**src/nfps_pkg.sv**
```systemverilog
package nfps_pkg;

    // Default table depth
    localparam int MAX_SAMPLES_DEF = 256;

    // Datapath widths
    localparam int NUM_AXES = 3;
    localparam int COORD_W  = 16;
    localparam int PT_W     = NUM_AXES * COORD_W;
    localparam int DELTA_W  = COORD_W + 1;
    localparam int SQ_W     = 2 * DELTA_W - 1;   // square of a 17-bit delta, unsigned
    localparam int PROD_W   = DELTA_W + COORD_W; // delta times Q1.15 normal, signed
    localparam int D2_W     = SQ_W + 1;          // sum of three squares
    localparam int DOT_W    = PROD_W + 2;        // sum of three products

    // Port widths
    localparam int IN_TDATA_W  = 104;
    localparam int IN_TUSER_W  = 2;
    localparam int OUT_TDATA_W = 8;
    localparam int OUT_TUSER_W = 2;

    // Input tdata field positions
    localparam int POS_LSB     = 0;
    localparam int NORMAL_LSB  = PT_W;
    localparam int OUTLINE_BIT = 2 * PT_W;

    // Output tuser flag positions
    localparam int FOUND_BIT = 0;
    localparam int FULL_BIT  = 1;

    typedef logic signed [COORD_W-1:0] coord_t;

    typedef enum logic [1:0]
    {
        CMD_CLEAR  = 2'd0,
        CMD_APPEND = 2'd1,
        CMD_QUERY  = 2'd2
    } cmd_t;

    typedef enum logic [1:0]
    {
        ST_IDLE,
        ST_SCAN,
        ST_DRAIN
    } state_t;

    // One sample moving down the cell row with its partial sums
    typedef struct packed
    {
        logic                      valid;
        logic                      first;
        logic                      last;
        coord_t [NUM_AXES-1:0]     pt;
        logic [D2_W-1:0]           d2;
        logic signed [DOT_W-1:0]   dot;
    } beat_t;

endpackage

```
**src/nfps_select.sv**
```systemverilog
module nfps_select
    import nfps_pkg::*;
#(
    parameter int IW = 8
)
(
    input  logic          clk,
    input  logic          rst_n,
    input  beat_t         beat_in,
    input  logic [IW-1:0] idx_in,
    output logic          done,
    output logic [IW-1:0] idx
);

    logic            have_front_reg, have_front_next;
    logic [D2_W-1:0] best_front_reg, best_front_next;
    logic [D2_W-1:0] best_any_reg, best_any_next;
    logic [IW-1:0]   idx_front_reg, idx_front_next;
    logic [IW-1:0]   idx_any_reg, idx_any_next;
    logic            facing;

    assign facing = !beat_in.dot[DOT_W-1];

    // Track best facing and best overall; strict compare keeps the lower index
    always_comb
    begin
        have_front_next = have_front_reg;
        best_front_next = best_front_reg;
        idx_front_next  = idx_front_reg;
        best_any_next   = best_any_reg;
        idx_any_next    = idx_any_reg;
        if (beat_in.valid)
        begin
            if (beat_in.first)
            begin
                have_front_next = facing;
                best_front_next = beat_in.d2;
                idx_front_next  = idx_in;
                best_any_next   = beat_in.d2;
                idx_any_next    = idx_in;
            end
            else
            begin
                if (facing && (!have_front_reg || beat_in.d2 < best_front_reg))
                begin
                    have_front_next = 1'b1;
                    best_front_next = beat_in.d2;
                    idx_front_next  = idx_in;
                end
                if (beat_in.d2 < best_any_reg)
                begin
                    best_any_next = beat_in.d2;
                    idx_any_next  = idx_in;
                end
            end
        end
    end

    always_ff @(posedge clk or negedge rst_n)
    begin
        if (!rst_n)
        begin
            have_front_reg <= 1'b0;
        end
        else
        begin
            have_front_reg <= have_front_next;
        end
    end

    always_ff @(posedge clk)
    begin
        best_front_reg <= best_front_next;
        idx_front_reg  <= idx_front_next;
        best_any_reg   <= best_any_next;
        idx_any_reg    <= idx_any_next;
    end

    assign done = beat_in.valid && beat_in.last;
    assign idx  = have_front_next ? idx_front_next : idx_any_next;

endmodule

```
**config.mk**
```make
export PLATFORM = sky130hd
export DESIGN_NAME = nfps_select
export DESIGN_NICKNAME = d
export VERILOG_FILES = /design/src/nfps_pkg.sv /design/src/nfps_select.sv
export SDC_FILE = /design/constraint.sdc
export NUM_CORES = 1
export LEC_CHECK = 0
export ABC_AREA = 1
export BUFFER_PORTS_ARGS = -buffer_cell sky130_fd_sc_hd__buf_2
export CAP_MARGIN = 20
export CORE_MARGIN = 2
export CORE_UTILIZATION = 47
export DETAILED_ROUTE_END_ITERATION = 8
export GPL_ROUTABILITY_DRIVEN = 1
export PLACE_DENSITY = 0.81
export SETUP_SLACK_MARGIN = 0.1
export SLEW_MARGIN = 20
export SYNTH_ARGS = -nofsm -noshare
export SYNTH_HDL_FRONTEND = slang
export SYNTH_SLANG_ARGS = --single-unit
```
**constraint.sdc**
```tcl
create_clock -name clk -period 2.55 [get_ports clk]
set_clock_uncertainty 0.2 [all_clocks]
set_input_delay 0.255 -clock clk [delete_from_list [all_inputs] [get_ports clk]]
set_output_delay 0.255 -clock clk [all_outputs]
set_load 0.02 [all_outputs]
```
; ---- After elaboration in Yosys (flattened, before gate mapping)
; Index checks and enable logic that the tools add are counted.
; W data, S select, Z words.
[word_totals]
out_inout_bits = 9
in_bits = 130
ff_bits = 85
[op_classes]
magnitude_cmp = 2
reduce_logical = 9
n_mux = 14
[ops]
columns = op, count
row1 = $mux W34, 4
row2 = $lt A34 B34 Y1, 2
row3 = $mux W8, 7
row4 = $reduce_and A2 Y1, 2
row5 = $reduce_bool A2 Y1, 2
row6 = $mux W1, 3
row7 = $logic_and A1 B1 Y1, 2
row8 = $logic_not A1 Y1, 2
row9 = $logic_or A1 B1 Y1, 1

; ---- Logic depth before layout (Yosys ltp)
[logic_depth]
ltp_word = 7
ltp_mapped = 17
depth_no_buf = 17

; ---- Least setup slack after synthesis
; OpenSTA, ideal clock, no wires.
[synth_timing]
kind = reg-to-reg
from = register best_front_reg[25]
to = register best_front_reg[0], enable pin
setup_time_ps = 389
arrival_ps = 2088
t_required_ps = 1961
stages_incl_launch_ff = 13
n_path_buf = 0
synth_period_minus_slack_ps = 2676
slack_ps = -126
cell_sequence = edfxtp_1 inv_1 ha_1 a21o_1 nor2_1 nand2_1 nand2_1 nand2_1 nor2_1 nand2_2 nand2_4 nand2_8 inv_1
[synth_between]
elab_chain_cells = 5
[synth_lines]
columns = element, line_no
row1 = from (decl), nfps_select.sv:16  ; logic [D2_W-1:0] best_front_reg, best_front_next;
row2 = from (signal assigned), nfps_select.sv:73  ; best_front_reg <= best_front_next;
row3 = $lt A34 B34 Y1, nfps_select.sv:44  ; if (facing && (!have_front_reg || beat_in.d2 < best_front_reg))
row4 = $logic_or A1 B1 Y1, nfps_select.sv:44
row5 = $logic_and A1 B1 Y1, nfps_select.sv:44
row6 = $reduce_bool A2 Y1 (no source line), -
row7 = $reduce_and A2 Y1 (no source line), -
; No other way between the ends.
; A chain may end at the register's enable or synchronous reset.

; ---- Final worst setup path
[layout_timing]
from = register best_front_reg[20]
to = register best_front_reg[31], enable pin
; Same word-level chain as after synthesis.

==> results.rst <==
.. list-table::
   :header-rows: 1

   * - Metric
     - Value
   * - First drt pass iteration count
     - 4
   * - Die ar.
     - 11110 µm²
   * - Netlist Area Pre-Place
     - 4835 µm²
   * - Sinks on Clock Net
     - 85
   * - Number of synthesized register bits
     - 85
   * - Clock group share of total power
     - 0.242
   * - Cell with the most instances on the worst path
     - sky130_fd_sc_hd__nand2_1
   * - DRC violations left
     - 0
   * - Launching element type of the critical path
     - flop
   * - Initial antenna violation count
     - 0
   * - Top fanout value on the critical path
     - 6
   * - Worst slew margin
     - 0.7344
   * - Syn_nets
     - 700
   * - I/O pin cnt
     - 139
   * - Net switching power figure
     - 0.001039 W
   * - Worst Path Buf+Inv
     - 8
   * - Final GP Congestion
     - 0.8008
   * - Distinct cells, synth
     - 25
   * - Critical path's top delay family
     - buffers and inverters
   * - Count of antenna diodes in the layout
     - 0
   * - Achievable Freq
     - 349.3 MHz
   * - Outcome
     - finished with violations
   * - Layout area overhead
     - 36.31%
   * - Leading cell type in the layout, fill and taps excluded
     - sky130_fd_sc_hd__inv_1
   * - Final TNS setup
     - -10.97 ns
   * - Post-route setup slack
     - -0.3133 ns
   * - Combinational Power Share
     - 0.289
   * - Die boundary height
     - 105.4 µm
   * - Min-Delay Startpoint
     - idx_in[1]
   * - Total congestion overflow after global routing
     - 0
   * - Post-layout net count
     - 828
   * - Worst vdd rail ir drop
     - 0.3612 mV
   * - Kind of path behind the tightest hold check
     - in -> reg
   * - Master of the slowest instance on the critical path
     - sky130_fd_sc_hd__edfxtp_1
   * - Via-per-instance ratio
     - 4.834
   * - Max-slew violations
     - 0
   * - Clk_lat worst skew
     - 0.36 ns
   * - Number of nets with antenna violations after routing
     - 0
   * - Maximum number of pins on one net before global-route repair
     - 20
   * - Bufs on Longest Clock Path
     - 2
   * - Avg Cell Area, Syn
     - 9.593 µm²
   * - Leakage power
     - 3.205 nW
   * - Violations in the final reports
     - negative setup slack
   * - Worst setup path startpoint
     - best_front_reg[20]
   * - Final total power
     - 0.003571 W
   * - Type of destination of the critical path
     - flop
   * - Wire length of the first global-routing pass
     - 17010 µm
   * - Delay of the slowest critical-path stage
     - 0.38 ns
   * - RSZ-0062 raised after global routing
     - yes
   * - Final worst-path cycle share
     - 1.123
   * - Switching share of power
     - 0.2910
   * - Worst slack after detailed placement
     - 0.01076 ns
   * - Total number of vias
     - 3737
   * - Overall Global Routing Usage
     - 0.1936
   * - Clock slew at the register clock pins of the worst setup and hold paths
     - 0.08 ns
   * - Clock tree from TritonCTS
     - done
   * - Number of H-tree branching levels
     - 3
   * - Min cycle time layout
     - 2.863 ns
   * - Max Cap Violations
     - 0
   * - Routed length per instance
     - 14.18 µm
   * - CTS Root Cell
     - sky130_fd_sc_hd__clkbuf_8
   * - Critical Path, Cell by Cell
     - inv_1, ha_1, nand2_2, inv_1, nand2_1, nand2_1, nand2_1, nand2_1, nand2_1, nand2_1, nor2_2, nand2_2, nand2_4, nand2_8, buf_6, buf_4, buf_6, clkinvlp_4, buf_6, bufbuf_16
   * - WL final
     - 10960 µm
   * - Setup CP Type
     - reg -> reg
   * - Inserted Clock Buffers
     - 9
   * - Sequential fraction of the synthesis area
     - 0.4938
   * - Estimated wirelength of the detail-placed design
     - 6781 µm
   * - Syn Inst Count
     - 504
   * - Launch instance of the worst register-to-register path
     - best_front_reg[20]
   * - Final hold vios
     - 0
   * - Data arrival time of the critical path
     - 2.76 ns
   * - Required time at the worst-slack endpoint
     - 2.44 ns
   * - Std-Cell Rows
     - 37
   * - Yosys synthesis warning count
     - 0
   * - Setup violations, final
     - 76
   * - Area inside the core boundary
     - 10140 µm²
   * - Part of the power in registers
     - 0.469
   * - I/O Buffers
     - 56
   * - Starting Density
     - 0.4769
   * - Vias in the first global route
     - 3846
   * - Layout cells sized above 1
     - 0.2810
   * - DRC violation total after the first TritonRoute iteration
     - 128
   * - Horiz. Die Dim
     - 105.4 µm
   * - Internal power
     - 0.002532 W
   * - Power per cell area
     - 541.9 nW/µm²
   * - Worst-margin pin slew
     - 0.3970 ns
   * - Leading cell types in the layout, fill and taps excluded
     - sky130_fd_sc_hd__inv_1, sky130_fd_sc_hd__nand2_1, sky130_fd_sc_hd__edfxtp_1
## layer usage
layer | track usage | up-vias | routed length (µm) | share of wire
li1 | - | 1893 | - | -
met3 | 0.03711 | 24 | 483 | 0.044
met2 | 0.3465 | 73 | 5604 | 0.51
met1 | 0.2216 | 1747 | 4600 | 0.42
met4 | 0.09048 | 0 | 274 | 0.025
met5 | 0 | - | 0 | 0
## repair_timing
item | CTS | global route
buffers inserted | 9 | 3
hold buffers | 37 | 0
pin swaps | 15 | 14
resized for setup | 32 | 53
gates cloned | 5 | 5
hold endpoints to repair | 70 | 0
setup endpoints to repair | 42 | 76
## synthesized netlist by cell type, drive strengths merged
master	n	share of area
nand3b	1	0.0016
ha	66	0.17
edfxtp	68	0.42
and2	16	0.022
nor2	23	0.020
dfrtp	1	0.0052
nand3	38	0.040
a21o	4	0.0062
buf	1	0.0010
nand2	108	0.10
inv	123	0.095
a21oi	24	0.025
o21ai	6	0.0070
o21a	1	0.0016
nand4	8	0.012
dfxtp	16	0.066
## power groups by stage
stage | combinational (W) | clock, W | sequential (W)
after floorplan | 0.000485 | 0 | 0.00170
after global placement | 0.000686 | 0 | 0.00170
after detailed placement | 0.000723 | 0 | 0.00171
after CTS | 0.000894 | 0.000881 | 0.00168
after global routing | 0.00114 | 0.000924 | 0.00169
final | 0.00103 | 0.000863 | 0.00168
## stage by stage
step	instance area, µm²	hold WS, ns	util	cells
after floorplan	4842	-0.2406	-	504
after global placement	5375	-0.1695	0.5302	700
after detailed placement	5375	-0.1676	0.5302	700
after CTS	6181	0.02149	0.6097	766
after global routing	6590	0.05126	0.6500	773
final	6590	0.03474	0.6500	773
## worst paths after layout
path | end | slack [ns] | cells after the start
worst max-delay path | best_front_reg[31] | -0.31 | 20
min in group asynchronous | have_front_reg | 0.50 | 3
worst min register to register | idx_any_reg[1] | 0.34 | 3
worst max register to register | best_front_reg[31] | -0.31 | 20
worst min-delay path | idx_any_reg[1] | 0.03 | 4
max in group asynchronous | have_front_reg | 1.55 | 3
## layout make-up
type                       instances  area (µm²)
clock buffer                      14       162.7
clock inverter                     2       8.758
fill                             737        3548
inverter                         123       469.2
multi-input combinational        298        2340
sequential                        85        2387
tap                              136       170.2
timing repair buffer             115        1052
## cell families (layout without fill, tap and decap cells)
kind of cell / count (synthesis) / in the layout / share of synthesized area
AOI/OAI and AO/OA: 35 / 35 / 0.03960
and+or+nand+nor: 194 / 197 / 0.1993
buffers and inverters: 124 / 254 / 0.09653
adders and majority gates: 66 / 66 / 0.1708
DFF: 85 / 85 / 0.4938
## worst min-delay path, cell delays in order
cell and delay [ns]:
sky130_fd_sc_hd__buf_2 0.08, sky130_fd_sc_hd__inv_1 0.04, sky130_fd_sc_hd__nand3_1 0.08, sky130_fd_sc_hd__and2_1 0.12
Note: power is estimated with default switching activity, not from simulation.
