<file path="config.mk">
export PLATFORM = sky130hd
export DESIGN_NAME = nfps_cell
export DESIGN_NICKNAME = d
export VERILOG_FILES = /design/src/nfps_pkg.sv /design/src/nfps_cell.sv
export SDC_FILE = /design/constraint.sdc
export NUM_CORES = 2
export LEC_CHECK = 0
export BUFFER_PORTS_ARGS = -buffer_cell sky130_fd_sc_hd__buf_2
export CORE_ASPECT_RATIO = 1.1
export CORE_MARGIN = 2
export CORE_UTILIZATION = 56
export CTS_CLUSTER_SIZE = 16
export DETAILED_ROUTE_END_ITERATION = 7
export PLACE_DENSITY = 0.81
export REMOVE_ABC_BUFFERS = 1
export SLEW_MARGIN = 20
export SYNTH_ARGS = -nofsm -noshare
export SYNTH_HDL_FRONTEND = slang
export SYNTH_SLANG_ARGS = --single-unit
</file>
<file path="constraint.sdc">
create_clock -name clk -period 6.6 [get_ports clk]
set_clock_uncertainty 0.1 [all_clocks]
set_input_delay 0.66 -clock clk [delete_from_list [all_inputs] [get_ports clk]]
set_output_delay 0.66 -clock clk [all_outputs]
set_load 0.05 [all_outputs]
</file>
<file path="src/nfps_pkg.sv">
package nfps_pkg;

    // Default table depth
    localparam int MAX_SAMPLES_DEF = 256;

    // Datapath widths
    localparam int NUM_AXES = 3;
    localparam int COORD_W  = 16;
    localparam int PT_W     = NUM_AXES * COORD_W;
    localparam int DELTA_W  = COORD_W + 1;
    localparam int SQ_W     = 2 * DELTA_W - 1;   // square of a 17-bit delta, unsigned
    localparam int PROD_W   = DELTA_W + COORD_W; // delta times Q1.15 normal, signed
    localparam int D2_W     = SQ_W + 1;          // sum of three squares
    localparam int DOT_W    = PROD_W + 2;        // sum of three products

    // Port widths
    localparam int IN_TDATA_W  = 104;
    localparam int IN_TUSER_W  = 2;
    localparam int OUT_TDATA_W = 8;
    localparam int OUT_TUSER_W = 2;

    // Input tdata field positions
    localparam int POS_LSB     = 0;
    localparam int NORMAL_LSB  = PT_W;
    localparam int OUTLINE_BIT = 2 * PT_W;

    // Output tuser flag positions
    localparam int FOUND_BIT = 0;
    localparam int FULL_BIT  = 1;

    typedef logic signed [COORD_W-1:0] coord_t;

    typedef enum logic [1:0]
    {
        CMD_CLEAR  = 2'd0,
        CMD_APPEND = 2'd1,
        CMD_QUERY  = 2'd2
    } cmd_t;

    typedef enum logic [1:0]
    {
        ST_IDLE,
        ST_SCAN,
        ST_DRAIN
    } state_t;

    // One sample moving down the cell row with its partial sums
    typedef struct packed
    {
        logic                      valid;
        logic                      first;
        logic                      last;
        coord_t [NUM_AXES-1:0]     pt;
        logic [D2_W-1:0]           d2;
        logic signed [DOT_W-1:0]   dot;
    } beat_t;

endpackage

</file>
<file path="src/nfps_cell.sv">
module nfps_cell
    import nfps_pkg::*;
#(
    parameter int IW   = 8,
    parameter int AXIS = 0
)
(
    input  logic          clk,
    input  logic          rst_n,
    input  beat_t         beat_in,
    input  logic [IW-1:0] idx_in,
    input  coord_t        center,
    input  coord_t        normal,
    output beat_t         beat_out,
    output logic [IW-1:0] idx_out
);

    beat_t                      s1_beat_reg, s2_beat_reg, s3_beat_reg;
    beat_t                      s3_beat_next;
    logic [IW-1:0]              s1_idx_reg, s2_idx_reg, s3_idx_reg;
    logic signed [DELTA_W-1:0]  s1_delta_reg, s1_delta_next;
    logic [SQ_W-1:0]            s2_sq_reg;
    logic signed [PROD_W-1:0]   s2_pr_reg;
    logic signed [DELTA_W-1:0]  normal_ext;
    logic signed [2*DELTA_W-1:0] sq_full, pr_full;

    // Stage 1: delta on this cell's axis
    assign s1_delta_next = DELTA_W'(beat_in.pt[AXIS]) - DELTA_W'(center);

    // Stage 2: square and normal product
    assign normal_ext = DELTA_W'(normal);
    assign sq_full    = s1_delta_reg * s1_delta_reg;
    assign pr_full    = s1_delta_reg * normal_ext;

    // Stage 3: fold into the running sums
    always_comb
    begin
        s3_beat_next     = s2_beat_reg;
        s3_beat_next.d2  = s2_beat_reg.d2 + D2_W'(s2_sq_reg);
        s3_beat_next.dot = s2_beat_reg.dot + DOT_W'(s2_pr_reg);
    end

    always_ff @(posedge clk or negedge rst_n)
    begin
        if (!rst_n)
        begin
            s1_beat_reg <= '0;
            s2_beat_reg <= '0;
            s3_beat_reg <= '0;
        end
        else
        begin
            s1_beat_reg <= beat_in;
            s2_beat_reg <= s1_beat_reg;
            s3_beat_reg <= s3_beat_next;
        end
    end

    // Payload
    always_ff @(posedge clk)
    begin
        s1_idx_reg   <= idx_in;
        s1_delta_reg <= s1_delta_next;
        s2_idx_reg   <= s1_idx_reg;
        s2_sq_reg    <= sq_full[SQ_W-1:0];
        s2_pr_reg    <= pr_full[PROD_W-1:0];
        s3_idx_reg   <= s2_idx_reg;
    end

    assign beat_out = s3_beat_reg;
    assign idx_out  = s3_idx_reg;

endmodule

</file>
==> Word level (Yosys, flattened, before mapping) <==
Index checks and enable logic that the tools add are counted.
{ "totals": {"regBits": 467, "input_bits": 162, "out_inout_bits": 128, "elab_cells": 35} }
{ "classes": {"addsub": 3, "n_mul": 2} }
{ "ops": {"columns": ["operator", "n"], "rows": [
  ["35-bit by 33-bit adder with 35-bit output", 1],
  ["34-bit by 33-bit adder with 34-bit output", 1],
  ["17-bit by 16-bit multiplier with 33-bit output", 1],
  ["17-bit by 17-bit multiplier with 33-bit output", 1],
  ["16-bit by 16-bit subtractor with 17-bit output", 1]
]} }

==> Longest topological paths before layout <==
{ "logic_depth": {"depth_word": 1, "mapped_depth": 25, "mapped_depth_nobuf": 23} }

==> Worst setup path after synthesis <==
Ideal clock, no wire load.
{ "synth_timing": {"kind": "in2reg", "startpoint": "input port normal[7]", "endpoint": "register s2_pr_reg[31]", "setup_ns": 0.130, "arrival_time_ns": 6.342, "t_required_ns": 6.370, "setup_slack_ns": 0.028, "stages": 22, "path_buffers": 2, "cell_sequence": "clkbuf_1 clkbuf_1 nand2_1 fa_1 inv_1 fa_1 inv_1 fa_1 inv_1 fa_1 fa_1 inv_1 fa_1 inv_1 ha_1 or4_1 o22a_1 nand2_1 o21ai_0 a2111oi_0 nor4_1 nand4b_1"} }
{ "synth_between": {"elab_chain_cells": 1} }
{ "synth_lines": {"columns": ["item", "line_no", "source"], "rows": [
  ["from (decl)", "nfps_cell.sv:13", "input coord_t normal,"],
  ["17-bit by 16-bit multiplier with 33-bit output", "nfps_cell.sv:33", "assign pr_full = s1_delta_reg * normal_ext;"],
  ["via pr_full[31]", "nfps_cell.sv:25", "logic signed [2*DELTA_W-1:0] sq_full, pr_full;"],
  ["to (signal assigned)", "nfps_cell.sv:66", "s2_pr_reg <= pr_full[PROD_W-1:0];"],
  ["to (decl)", "nfps_cell.sv:23", "logic signed [PROD_W-1:0] s2_pr_reg;"]
]} }
The timed path passes the listed nets, and every way through them passes these cells.

==> Worst setup path after layout <==
{ "layout_timing": {"startpoint": "register s1_delta_reg[7]", "endpoint": "register s2_pr_reg[31]"} }
{ "layout_between": {"elab_chain_cells": 1} }
{ "layout_lines": {"columns": ["item", "line_no", "source"], "rows": [
  ["from (decl)", "nfps_cell.sv:21", "logic signed [DELTA_W-1:0] s1_delta_reg, s1_delta_next;"],
  ["from (signal assigned)", "nfps_cell.sv:63", "s1_delta_reg <= s1_delta_next;"],
  ["17-bit by 16-bit multiplier with 33-bit output", "nfps_cell.sv:33", null],
  ["via pr_full[31]", "nfps_cell.sv:25", null]
]} }
The timed path passes the listed nets, and every way through them passes these cells.

==> impl_metrics.json <==
{
  "die_h_um": 267,
  "synth.area.top_cells": "fa_1 (31%), dfrtp_1 (26%), ha_1 (9.0%), inv_1 (7.3%), dfxtp_1 (6.0%)",
  "crit_chain": "buf_4 > nand2_1 > fa_1 > inv_1 > fa_1 > inv_1 > fa_1 > inv_1 > fa_1 > fa_1 > inv_1 > fa_1 > inv_1 > ha_1 > or4_1 > nor2_1 > o21ai_0 > nand2_1 > o21ai_0 > a2111oi_1 > buf_4 > nor4_1 > nand4b_1",
  "reg2reg_to": "s2_pr_reg[31]$_DFF_P_",
  "grt_pass1_wl_um": 121000,
  "tritoncts": "built",
  "drv_cap": 0,
  "finalMaxSlewViolations": 0,
  "drt-pass1-iter-count": 6,
  "max_stage_delay_ns": 0.54,
  "met3_length_um": 4510,
  "cp.required_ns": 6.96,
  "cp_max_fo": 16,
  "worstPathArrival_ns": 6.71,
  "synth.most_common_cell": "inv_1",
  "clk_pin_slew_ns": 0.06,
  "synthCells": 3264,
  "dr_wl_met2_um": 37300,
  "h-tree-depth": 2,
  "min_period_ns": 6.35,
  "die-area_um2": 65100,
  "cts_buffers": 46,
  "min_to": "s1_idx_reg[2]$_DFF_P_",
  "min_path_type": "in -> reg",
  "rrSetupSlack_ns": 0.25,
  "io_buffers": 289,
  "clock_latency_ns": 0.59,
  "status": "finished, final reports clean",
  "ys_top_cells_by_count": "inv_1 (685), fa_1 (539), dfrtp_1 (360)",
  "syn_area_um2": 35300,
  "hold_violations": 0,
  "start_util": 0.566,
  "post-place-cells": 4373,
  "crit_type": "reg -> reg",
  "fmaxAchievable_mhz": 158,
  "instances_no_fill": 4463,
  "rsz0062_at_grt": "yes",
  "seq_area_frac_synth": 0.315,
  "synth_warnings": 0,
  "slew_headroom": 0.316,
  "setup_viol": 0,
  "ant_nets": 0,
  "core_area_um2": 62300,
  "grt_max_degree": 158,
  "hold_path.startpoint": "idx_in[2]",
  "cts_buffer_depth": 3,
  "fin_area_um2": 39700,
  "antenna_found_initial": 6,
  "grt_usage": 0.232,
  "final_core_util": 0.637,
  "drt_iter0_markers": 1247,
  "critical_path.slowest_cell": "fa_1",
  "cp_top_family": "adder cells",
  "ys.flop_type": "dfrtp_1",
  "wl_met1_um": 28300,
  "wire_per_inst_um": 16.2,
  "clockRootBuffer": "clkbuf_16",
  "layout.nets": 4545,
  "dp_worst_setup_slack_ns": -0.0169,
  "viasPerCell": 5.23,
  "place_area_um2": 38100,
  "cp_common_cell": "fa_1",
  "worst_slew_pin_slew_ns": 1.01,
  "clock_sinks": 466,
  "fin_ws_ns": 0.255,
  "place_hpwl_um": 58500,
  "ys_ff_latch": 466,
  "grt_pass1_vias": 25400,
  "syn_to_final_growth_pct": 12.4,
  "synth-async-reset-ratio": 0.773,
  "synthDistinctLibCells": 74,
  "finalWirelength_um": 72200,
  "min_path_cells": 1,
  "synth_top_cell_by_area": "fa_1",
  "yosysTopAreaCellShare": 0.306,
  "worstSetupStartpoint": "s1_delta_reg[7]$_DFF_P_",
  "crit_path_start_kind": "flop",
  "vias": 23300,
  "synth_edf_count": 0,
  "highest_layer": "met5",
  "regToRegStartpoint": "s1_delta_reg[7]$_DFF_P_",
  "gp_congestion": 0.897,
  "post-route-period-util": 0.961,
  "boundaryPins": 290,
  "avgSynthCellArea_um2": 10.8,
  "overflow": 0,
  "rows": 96,
  "drc_errors": 0,
  "reg2reg_depth": 23,
  "drive_above_1_share": 0.134,
  "end_kind": "flop",
  "die_width_um": 243,
  "crit_buf_inv": 7
}
## worst register-to-register path, cell delays in order, from the launching register on
cell       delay (ns)
dfxtp_2          0.41
buf_4            0.26
nand2_1          0.12
fa_1             0.54
inv_1            0.05
fa_1             0.50
inv_1            0.06
fa_1             0.53
inv_1            0.05
fa_1             0.48
fa_1             0.50
inv_1            0.05
fa_1             0.47
inv_1            0.04
ha_1             0.19
or4_1            0.50
nor2_1           0.10
o21ai_0          0.14
nand2_1          0.14
o21ai_0          0.16
a2111oi_1        0.43
buf_4            0.21
nor4_1           0.05
nand4b_1         0.16
## area by class of cell
| type | count | area (um2) |
|---|---|---|
| antenna | 4 | 10.0 |
| clock buffer | 62 | 1340 |
| clock inverter | 23 | 211 |
| fill | 4797 | 22600 |
| inverter | 685 | 2570 |
| multi-input combinational | 2024 | 21300 |
| sequential | 466 | 11200 |
| tap | 833 | 1040 |
| timing repair buffer | 366 | 2070 |
## what timing repair did
item | in CTS | in global routing
hold buffers | 1 | 0
resized for setup | 0 | 25
setup endpoints to repair | 0 | 19
setup buffers | 0 | 0
endpoints found under the hold margin | 64 | 0
## per-stage QoR
step | setup TNS [ns] | hold slack, ns
floorplan | 0 | 0.210
global placement | 0 | 0.210
detailed placement | -0.0169 | 0.212
CTS | 0 | 0.0378
global route | -0.0868 | 0.0492
finish | 0 | 0.0694
## worst max path at each step
stage                            end  cells past startpoint
5_1_grt        s2_sq_reg[28]$_DFF_P_                     21
6_report       s2_pr_reg[31]$_DFF_P_                     23
3_3_place_gp   s2_pr_reg[31]$_DFF_P_                     21
3_5_place_dp   s2_pr_reg[31]$_DFF_P_                     21
2_1_floorplan  s2_sq_reg[29]$_DFF_P_                     19
4_1_cts        s2_pr_reg[31]$_DFF_P_                     23
## kinds of logic (layout without fill, tap and decap cells)
group	count (synthesis)	after routing	synth area share
AND/OR/NAND/NOR	709	709	0.0992
other	0	4	0
AO/OA/AOI/OAI	378	378	0.0714
flip-flops	466	466	0.315
multiplexers	4	4	0.00117
XOR/XNOR	139	139	0.0345
adder cells (fa/ha/maj)	794	794	0.396
buffers and inverters	774	1136	0.0823
## metal layers
metal,GRT usage,up-vias
met1,0.288,11800
met2,0.411,651
met3,0.0435,153
met4,0.0713,4
li1,-,10700
met5,0,-
## layout by cell type, fill, tap and decap left out, drive strengths merged, types with 69 or more instances in the layout
cell   synthesis  layout
ha           255     255
dfxtp        106     106
nand2        255     255
and2         186     186
inv          685     687
buf            2     365
xnor2        106     106
fa           539     539
a21oi         99      99
nor2         110     110
dfrtp        360     360
o21ai         69      69
Power is left out: the tool's default activity adds up to more than one toggle a clock period on the data nets, which glitch-free logic cannot reach.
